`src/rtl/core/tasd_pkg.sv`:
```
// ----------------------------------------------------------------------------
// tasd_pkg
// Shared types and constants for the two-axis settle detector.
// ----------------------------------------------------------------------------
package tasd_pkg;

	localparam int ERROR_WINDOW = 8;
	localparam int FULL_WINDOW  = 8;
	localparam int X_OFFSET     = 45;

	localparam int RUN_W = 4;
	localparam logic [RUN_W-1:0] RUN_MAX = '1;

	// signed error of one axis and its sample-to-sample change
	localparam int ERR_W   = 10;
	localparam int DELTA_W = 11;

	typedef logic signed [ERR_W-1:0]   err_t;
	typedef logic signed [DELTA_W-1:0] delta_t;

	typedef enum logic [2:0] {
		REG_TARGET_X      = 3'd0,
		REG_TARGET_Y      = 3'd1,
		REG_X_ERROR_LIMIT = 3'd2,
		REG_Y_ERROR_LIMIT = 3'd3,
		REG_X_RATE_LIMIT  = 3'd4,
		REG_Y_RATE_LIMIT  = 3'd5
	} cfg_reg_t;

	typedef struct packed {
		logic signed [8:0] target_x;
		logic signed [8:0] target_y;
		logic [8:0]        x_error_limit;
		logic [8:0]        y_error_limit;
		logic [9:0]        x_rate_limit;
		logic [9:0]        y_rate_limit;
	} cfg_t;

	typedef struct packed {
		err_t error_x;
		err_t error_y;
		logic err_ok;
		logic full_ok;
	} eval_t;

	function automatic logic [DELTA_W-2:0] mag_delta(input delta_t v);
		delta_t a;
		a = (v < 0) ? -v : v;
		return a[DELTA_W-2:0];
	endfunction

endpackage

```
`src/rtl/core/tasd_eval.sv`:
```
// ----------------------------------------------------------------------------
// tasd_eval
// Forms both axis errors and their changes, checks them against the limits.
// ----------------------------------------------------------------------------
module tasd_eval import tasd_pkg::*; (
	input  logic [7:0] x_reading,
	input  logic [7:0] y_reading,
	input  cfg_t       cfg,
	input  err_t       prior_err_x,
	input  err_t       prior_err_y,
	output eval_t      result
);

	delta_t ex_wide;
	delta_t ey_wide;
	delta_t dx;
	delta_t dy;
	logic   x_in;
	logic   y_in;
	logic   x_still;
	logic   y_still;

	// errors stay within -300..511 so the 11-bit sums never wrap
	assign ex_wide = delta_t'({3'b000, x_reading}) - delta_t'(X_OFFSET)
		- delta_t'(cfg.target_x);
	assign ey_wide = delta_t'({3'b000, y_reading}) - delta_t'(cfg.target_y);

	assign dx = ex_wide - delta_t'(prior_err_x);
	assign dy = ey_wide - delta_t'(prior_err_y);

	assign x_in    = mag_delta(ex_wide) <= {1'b0, cfg.x_error_limit};
	assign y_in    = mag_delta(ey_wide) <= {1'b0, cfg.y_error_limit};
	assign x_still = mag_delta(dx) <= cfg.x_rate_limit;
	assign y_still = mag_delta(dy) <= cfg.y_rate_limit;

	always_comb begin
		result.error_x = ex_wide[ERR_W-1:0];
		result.error_y = ey_wide[ERR_W-1:0];
		result.err_ok  = x_in && y_in;
		result.full_ok = x_in && y_in && x_still && y_still;
	end

endmodule

```
`src/rtl/core/two_axis_settle_detector.sv`:
```
// ----------------------------------------------------------------------------
// two_axis_settle_detector
// In-position detection with dwell on two axes and a one-shot trigger.
// ----------------------------------------------------------------------------
// channel   handshake              payload
// cfg       cfg_valid/cfg_ready    cfg_index, cfg_data
// in        in_valid/in_ready      x_reading, y_reading, rearm
// out       out_valid/out_ready    error_settled, fully_settled, trigger_pulse
//
// one item per cycle while the result is not stalled
// item goes input register -> compare logic -> result register
// the run counters, previous errors and trigger latch update as the result loads
// a stalled result holds both stages; the input register still fills if empty
// reset clears all control state and the configuration registers
// ----------------------------------------------------------------------------
module two_axis_settle_detector import tasd_pkg::*; (
	input  logic       clk,
	input  logic       arst_n,
	input  logic       cfg_valid,
	output logic       cfg_ready,
	input  logic [2:0] cfg_index,
	input  logic [9:0] cfg_data,
	input  logic       in_valid,
	output logic       in_ready,
	input  logic [7:0] x_reading,
	input  logic [7:0] y_reading,
	input  logic       rearm,
	output logic       out_valid,
	input  logic       out_ready,
	output logic       error_settled,
	output logic       fully_settled,
	output logic       trigger_pulse
);

	cfg_t             cfg_q;
	logic             valid_s1;
	logic [7:0]       x_s1;
	logic [7:0]       y_s1;
	logic             rearm_s1;
	logic             valid_s2;
	logic             err_settled_s2;
	logic             full_settled_s2;
	logic             pulse_s2;
	err_t             prev_x_q;
	err_t             prev_y_q;
	logic [RUN_W-1:0] err_run_q;
	logic [RUN_W-1:0] full_run_q;
	logic             latch_q;
	eval_t            ev;
	logic             advance;
	logic             take;
	logic [RUN_W-1:0] err_run_next;
	logic [RUN_W-1:0] full_run_next;
	logic             latch_clr;
	logic             err_settled;
	logic             pulse;

	assign cfg_ready = 1'b1;

	always_ff @(posedge clk or negedge arst_n) begin
		if (!arst_n) begin
			cfg_q <= '0;
		end else if (cfg_valid) begin
			unique case (cfg_index)
				REG_TARGET_X:      cfg_q.target_x      <= cfg_data[8:0];
				REG_TARGET_Y:      cfg_q.target_y      <= cfg_data[8:0];
				REG_X_ERROR_LIMIT: cfg_q.x_error_limit <= cfg_data[8:0];
				REG_Y_ERROR_LIMIT: cfg_q.y_error_limit <= cfg_data[8:0];
				REG_X_RATE_LIMIT:  cfg_q.x_rate_limit  <= cfg_data;
				REG_Y_RATE_LIMIT:  cfg_q.y_rate_limit  <= cfg_data;
				default: ;
			endcase
		end
	end

	// result register free or being emptied
	assign advance  = !valid_s2 || out_ready;
	assign in_ready = !valid_s1 || advance;
	assign take     = valid_s1 && advance;

	always_ff @(posedge clk or negedge arst_n) begin
		if (!arst_n) begin
			valid_s1 <= 1'b0;
		end else if (in_ready) begin
			valid_s1 <= in_valid;
		end
	end

	always_ff @(posedge clk) begin
		if (in_valid && in_ready) begin
			x_s1     <= x_reading;
			y_s1     <= y_reading;
			rearm_s1 <= rearm;
		end
	end

	tasd_eval u_eval (
		.x_reading   (x_s1),
		.y_reading   (y_s1),
		.cfg         (cfg_q),
		.prior_err_x (prev_x_q),
		.prior_err_y (prev_y_q),
		.result      (ev)
	);

	assign err_run_next  = !ev.err_ok ? '0 :
		(err_run_q == RUN_MAX) ? RUN_MAX : err_run_q + 1'b1;
	assign full_run_next = !ev.full_ok ? '0 :
		(full_run_q == RUN_MAX) ? RUN_MAX : full_run_q + 1'b1;

	assign latch_clr   = rearm_s1 ? 1'b0 : latch_q;
	assign err_settled = err_run_next >= RUN_W'(ERROR_WINDOW);
	assign pulse       = err_settled && !latch_clr;

	always_ff @(posedge clk or negedge arst_n) begin
		if (!arst_n) begin
			prev_x_q   <= '0;
			prev_y_q   <= '0;
			err_run_q  <= '0;
			full_run_q <= '0;
			latch_q    <= 1'b0;
			valid_s2   <= 1'b0;
		end else begin
			if (advance) begin
				valid_s2 <= valid_s1;
			end
			if (take) begin
				prev_x_q   <= ev.error_x;
				prev_y_q   <= ev.error_y;
				err_run_q  <= err_run_next;
				full_run_q <= full_run_next;
				latch_q    <= latch_clr || pulse;
			end
		end
	end

	always_ff @(posedge clk) begin
		if (take) begin
			err_settled_s2  <= err_settled;
			full_settled_s2 <= full_run_next >= RUN_W'(FULL_WINDOW);
			pulse_s2        <= pulse;
		end
	end

	assign out_valid     = valid_s2;
	assign error_settled = err_settled_s2;
	assign fully_settled = full_settled_s2;
	assign trigger_pulse = pulse_s2;

endmodule
```
`config.mk`:
```
export PLATFORM = sky130hd
export DESIGN_NAME = two_axis_settle_detector
export DESIGN_NICKNAME = d
export VERILOG_FILES = /design/src/rtl/core/tasd_pkg.sv /design/src/rtl/core/tasd_eval.sv /design/src/rtl/core/two_axis_settle_detector.sv
export SDC_FILE = /design/constraint.sdc
export NUM_CORES = 1
export LEC_CHECK = 0
export BUFFER_PORTS_ARGS = -buffer_cell sky130_fd_sc_hd__buf_4
export CAP_MARGIN = 20
export CORE_MARGIN = 2
export CORE_UTILIZATION = 45
export CTS_CLUSTER_DIAMETER = 100
export DETAILED_ROUTE_END_ITERATION = 8
export PLACE_DENSITY_LB_ADDON = 0.08
export SETUP_SLACK_MARGIN = 0.1
export SYNTH_ARGS = -nofsm -noshare
export SYNTH_HDL_FRONTEND = slang
export SYNTH_SLANG_ARGS = --single-unit
```
`constraint.sdc`:
```
create_clock -name clk -period 12.7 [get_ports clk]
set_clock_uncertainty 0.05 [all_clocks]
set_input_delay 1.905 -clock clk [delete_from_list [all_inputs] [get_ports clk]]
set_output_delay 1.905 -clock clk [all_outputs]
set_load 0.02 [all_outputs]
```
**Word-level counts from Yosys, hierarchy flattened**

Index checks and enable logic that the tools add are counted.

- Eq/ne operators: 7
- Reductions and logical operators: 19
- $add $sub $neg: 11
- Order comparisons: 10
- Muxes and demuxes: 9

Operator list:

| cell | count |
|---|---|
| $mux 10 | 4 |
| $neg 10->10 | 4 |
| $lt 11x1->1 const B | 3 |
| $le 10x10->1 | 2 |
| $le 10x9->1 | 2 |
| $sub 9x9->10 | 2 |
| $mux 4 | 4 |
| $reduce_and 2->1 | 6 |
| $sub 10x10->11 | 1 |
| $sub 11x10->11 | 1 |
| $lt 10x1->1 const B | 1 |
| $sub 8x6->9 const B | 1 |
| $add 4x1->4 const B | 2 |
| $eq 4x4->1 const B | 2 |
| $ge 4x4->1 const B | 2 |
| $eq 3x2->1 const B | 2 |
| $eq 3x3->1 const B | 2 |
| $logic_and 1x1->1 | 6 |
| $eq 3x1->1 const B | 1 |
| $logic_not 1->1 | 3 |
| $logic_not 3->1 | 1 |
| $logic_or 1x1->1 | 3 |
| $mux 1 | 1 |

- Logic and storage cells: 75
- Bits in registers: 107
- Bits of input ports: 35
- Output and inout bits: 6

**Logic depth before layout (Yosys ltp)**

- Word-level depth: 10
- Mapped depth: 29
- Gate-level depth less buffers: 29

**Modules after synthesis**

Synthesis repeated with hierarchy kept, for this count alone.

- Cells, all modules: 763
- Area, all modules: 7739.9 um^2

By module, submodules not included:

| module | area an instance (um^2) | instances | cells an instance | seq. area each (um^2) |
|---|---|---|---|---|
| two_axis_settle_detector | 4102.7 | 1 | 248 | 2777.7 |
| tasd_eval | 3637.2 | 1 | 515 | 0.0 |

**Worst setup path before layout**

No wires, ideal clock.

- Path type: reg2reg
- Start point: reg x_s1[0]
- End point: reg full_run_q[3]
- Buffers on the path: 0
- Required time: 12.567 ns
- Cell stages (with the launch flop): 29
- Period minus slack after synthesis: 5.432 ns
- Setup slack: 7.268 ns
- Setup time: 0.083 ns
- Data arrival time: 5.299 ns
- Path through: edfxtp_1 > inv_1 > ha_1 > nor2_1 > o21ai_0 > xor2_1 > ha_1 > a211o_1 > o32a_1 > xnor2_1 > inv_1 > ha_1 > o21a_1 > nor2_1 > a31oi_1 > a21o_1 > nor2_1 > mux2_2 > nand2b_1 > xnor2_1 > ha_1 > a21o_1 > a21oi_1 > nor2b_1 > o211ai_1 > nand3_1 > a32o_1 > or3_1 > o22ai_1

RTL lines:

| what | RTL line | text |
|---|---|---|
| from (decl) | two_axis_settle_detector.sv:37 | `logic [7:0] x_s1;` |
| from (signal assigned) | two_axis_settle_detector.sv:91 | `x_s1 <= x_reading;` |
| to (signal assigned) | two_axis_settle_detector.sv:131 | `full_run_q <= full_run_next;` |
| to (decl) | two_axis_settle_detector.sv:47 | `logic [RUN_W-1:0] full_run_q;` |

==> flow_summary.yaml <==
cells_and_area:
  layoutNonFillerInstCount: 1056
  drive_above_1_share: 0.126
  num-nets-final: 956
  post_route_standard_cell_area_excluding_fillers_um2: 8230
  layout-area-overhead-vs-synth_pct: 11.5
  antenna-diode-count: 0
worst_hold_path:
  worstHoldStart: "latch_q$_DFFE_PN0P_"
  hold_depth: 2
  worst_hold_path.endpoint: "latch_q$_DFFE_PN0P_"
  min_path_type: "reg2reg"
floorplanning:
  coreArea_um2: 15900
  rows: 46
  top_level_ports: 41
  floorplan.initialDensity: 0.463
  die_height_um: 132
  chipWidth_um: 132
  dieArea_um2: 17400
pwr:
  clkPwrFrac: 0.117
  netSwitchingPower_mw: 1.10
  power.leakage_nw: 3.71
  cellPowerDensity_nw_per_um2: 289
  ir_drop_v: 0.000152
  seq_power_share: 0.192
  comb_power_share: 0.692
  power.switching_fraction: 0.460
  internal-power_mw: 1.29
yosys:
  syn_avg_cell_area_um2: 9.28
  synth-xor-area-share: 0.0654
  largest_family_of_logic_cells_by_synthesized_area: "compound AO/OA/AOI/OAI gates"
  synth-compound-area-share: 0.168
  synthAdderAreaFrac: 0.150
  mappedNetlistNets: 916
  synth-edff-count: 20
  synth.cell_area_um2: 7380
  syn-instance-count: 795
  share_of_cell_area_taken_by_muxes_after_synthesis: 0.0397
  synth-seq-cells: 107
  synth_warnings: 0
  synth-main-ff-cell: "sky130_fd_sc_hd__dfrtp_1"
  asyncSetResetFlopFracSynth: 0.813
  proportion_of_synthesized_chip_area_in_sequential_cells: 0.376
  distinct_cell_type_count_after_synthesis: 67
  synth-simple-area-share: 0.142
timing:
  finalSetupViolations: 0
  worst_slew_pin_slew_ns: 0.979
  timing.final.crit_period_ns: 6.00
  slew_violations: 0
  rsz0062_at_grt: "false"
  timing.fmax_ghz: 0.167
  worst_slack_ns: 6.70
  whs_ns: 0.430
  setup_total_negative_slack_ns: 0
  slew-limit-headroom: 0.347
  final-hold-violation-count: 0
  fin_crit_sh: 0.472
cts:
  cts-buffers-inserted: 9
  clk_lat_worst_skew_ns: 0.35
  clk_transition_reported_paths_ns: 0.07
  postCtsHoldBufs: 0
  tritoncts: "built"
  post-cts-setup-buffer-count: 0
  cts-root-to-sink-buffers: 2
  cts_resized: 0
  clk_root_buffer_cell: "sky130_fd_sc_hd__clkbuf_16"
  cts.sink_count: 107
  ctsHtreeMaxLevel: 3
worst_setup_path:
  worst_r2r_path_depth: 28
  timing.rr.start: "x_s1[0]$_DFFE_PP_"
  cp.arrival_ns: 6.22
  crit_slowest_cell: "sky130_fd_sc_hd__xnor2_1"
  reg2reg_slack_ns: 6.70
  setup.worst_path.end_class: "register"
  cpPeakStageDelay_ns: 0.43
  critPathKind: "reg2reg"
  crit_fanout: 9
  crit_path_frequent_cell: "sky130_fd_sc_hd__ha_1"
  worst_setup_path_start_kind: "register"
  critPathRequiredTime_ns: 12.92
  capture_instance_of_the_worst_register_to_register_path: "full_run_q[3]$_DFFE_PN0P_"
placed_design:
  place.detailed.instances: 1040
  place_congestion: 0.895
  placedInstanceArea_um2: 7940
  dp.final_hpwl_um: 12700
  dp_worst_setup_slack_ns: 6.69
  numPortBuffers: 39
detailed_routing:
  drcViolationCount: 0
  wl_per_cell_um: 15.5
  avgViaCountPerCell: 5.30
  dr_total_vias: 5595
  first_pass_iters: 4
  drtIter0Drc: 357
  drt-total-wl_um: 16400
  ant_nets: 0
outcome:
  outcome: "completed"
grt:
  number_of_global_route_vias_before_repair: 5708
  global_route.overflow_total: 0
  grt_util_all_layers: 0.201
  wire_length_of_the_first_global_routing_pass_um: 27900
  grt_antenna_before_repair: 0
  grt_start_max_net_pins: 62
flow_run:
  maxCapViolCount: 0
[critical path: cells and delay by family (launching register included)]
family                   cells  cell delay [ns]
AO/OA/AOI/OAI               11             2.35
buffers and inverters        2             0.18
AND/OR/NAND/NOR              7             0.80
flip-flops                   1             0.39
multiplexers                 1             0.33
adder cells (fa/ha/maj)      4             1.09
XOR/XNOR                     3             0.73
[power by group through the flow]
stage	clock network, mW	registers (mW)	logic [mW]
6_report	0.278	0.457	1.65
5_1_grt	0.306	0.466	1.88
4_1_cts	0.290	0.457	1.65
3_5_place_dp	0	0.464	1.64
3_3_place_gp	0	0.461	1.58
2_1_floorplan	0	0.455	1.30
[how the worst max path moves through the flow]
stage,end,start,slack (ns),depth (start not counted)
2_1_floorplan,full_run_q[3]$_DFFE_PN0P_,x_s1[0]$_DFFE_PP_,7.27,28
3_3_place_gp,full_run_q[3]$_DFFE_PN0P_,x_s1[0]$_DFFE_PP_,6.87,28
3_5_place_dp,full_run_q[3]$_DFFE_PN0P_,x_s1[0]$_DFFE_PP_,6.69,28
4_1_cts,full_run_q[3]$_DFFE_PN0P_,x_s1[0]$_DFFE_PP_,6.69,28
5_1_grt,full_run_q[3]$_DFFE_PN0P_,x_s1[0]$_DFFE_PP_,6.23,28
6_report,full_run_q[3]$_DFFE_PN0P_,x_s1[0]$_DFFE_PP_,6.70,28
[synthesized netlist by cell type (3+ instances only)]
cell type,instances,share of area
sky130_fd_sc_hd__nand4_1,9,0.0076
sky130_fd_sc_hd__and3_1,3,0.0025
sky130_fd_sc_hd__o31ai_1,6,0.0061
sky130_fd_sc_hd__inv_1,93,0.047
sky130_fd_sc_hd__xnor2_1,38,0.045
sky130_fd_sc_hd__o211ai_1,3,0.0031
sky130_fd_sc_hd__a21o_1,12,0.012
sky130_fd_sc_hd__a21oi_1,30,0.020
sky130_fd_sc_hd__nand2b_1,8,0.0068
sky130_fd_sc_hd__a211oi_1,5,0.0051
sky130_fd_sc_hd__o21bai_1,5,0.0051
sky130_fd_sc_hd__a31oi_1,7,0.0059
sky130_fd_sc_hd__clkbuf_1,14,0.0071
sky130_fd_sc_hd__o21a_1,14,0.014
sky130_fd_sc_hd__nand3_1,13,0.0088
sky130_fd_sc_hd__a32o_1,5,0.0068
sky130_fd_sc_hd__nor3_1,12,0.0081
sky130_fd_sc_hd__fa_1,4,0.011
sky130_fd_sc_hd__edfxtp_1,20,0.081
sky130_fd_sc_hd__mux2_2,26,0.040
sky130_fd_sc_hd__xor2_1,14,0.017
sky130_fd_sc_hd__nor2_1,51,0.026
sky130_fd_sc_hd__ha_1,82,0.14
sky130_fd_sc_hd__o31a_1,5,0.0059
sky130_fd_sc_hd__and2_1,3,0.0025
sky130_fd_sc_hd__dfrtp_1,87,0.29
sky130_fd_sc_hd__or3_1,3,0.0025
sky130_fd_sc_hd__nand2_1,83,0.042
sky130_fd_sc_hd__o21ai_0,74,0.050
sky130_fd_sc_hd__nor2b_1,15,0.013
[sequential cells by signal (all words and copies together) (netlist names)]
name and count:
cfg_q 56, prev_x_q 10, prev_y_q 10, x_s1 8, y_s1 8, err_run_q 4, full_run_q 4, error_settled 1
fully_settled 1, latch_q 1, out_valid 1, rearm_s1 1, trigger_pulse 1, valid_s1 1
[cell families (layout without fill, tap and decap cells)]
kind of cell	count (synthesis)	after routing
AND/OR/NAND/NOR	219	219
flip-flops	107	107
buffers and inverters	111	156
adder cells (fa/ha/maj)	86	86
AO/OA/AOI/OAI	192	192
multiplexers	26	26
XOR/XNOR	53	53
other	1	1
[cell usage in the layout, fill, tap and decap left out, types with 11 or more instances in the layout]
master / synthesis / final
sky130_fd_sc_hd__xnor2_1: 38 / 38
sky130_fd_sc_hd__edfxtp_1: 20 / 20
sky130_fd_sc_hd__ha_1: 82 / 82
sky130_fd_sc_hd__mux2_2: 26 / 26
sky130_fd_sc_hd__inv_1: 93 / 93
sky130_fd_sc_hd__nor2_1: 51 / 51
sky130_fd_sc_hd__xor2_1: 14 / 14
sky130_fd_sc_hd__o21a_1: 14 / 14
sky130_fd_sc_hd__a21o_1: 12 / 12
sky130_fd_sc_hd__o21ai_0: 74 / 74
sky130_fd_sc_hd__buf_4: 1 / 45
sky130_fd_sc_hd__nand3_1: 13 / 13
sky130_fd_sc_hd__a21oi_1: 30 / 30
sky130_fd_sc_hd__dfrtp_1: 87 / 87
sky130_fd_sc_hd__nor2b_1: 15 / 15
sky130_fd_sc_hd__nor3_1: 12 / 11
sky130_fd_sc_hd__nand2_1: 83 / 83
[layer usage]
metal  vias up  GRT usage  wire, um
li1       2841          -         -
met1      2656      0.258      7780
met2        81      0.347      7890
met3        17     0.0354       492
met4         0     0.0580       242
met5         -          0         0
[through the flow]
step	util	total power [mW]
floorplan	-	1.75
global placement	0.498	2.04
detailed placement	0.498	2.11
CTS	0.516	2.40
global route	0.516	2.65
finish	0.516	2.38
[cell type report]
| class | instances | area, um^2 |
|---|---|---|
| sequential | 107 | 2780 |
| inverter | 95 | 362 |
| tap | 216 | 270 |
| timing repair buffer | 45 | 338 |
| multi-input combinational | 577 | 4190 |
| clock buffer | 10 | 239 |
| clock inverter | 6 | 52.6 |
| fill | 1487 | 7710 |
Power figures use the tool's default switching activity.
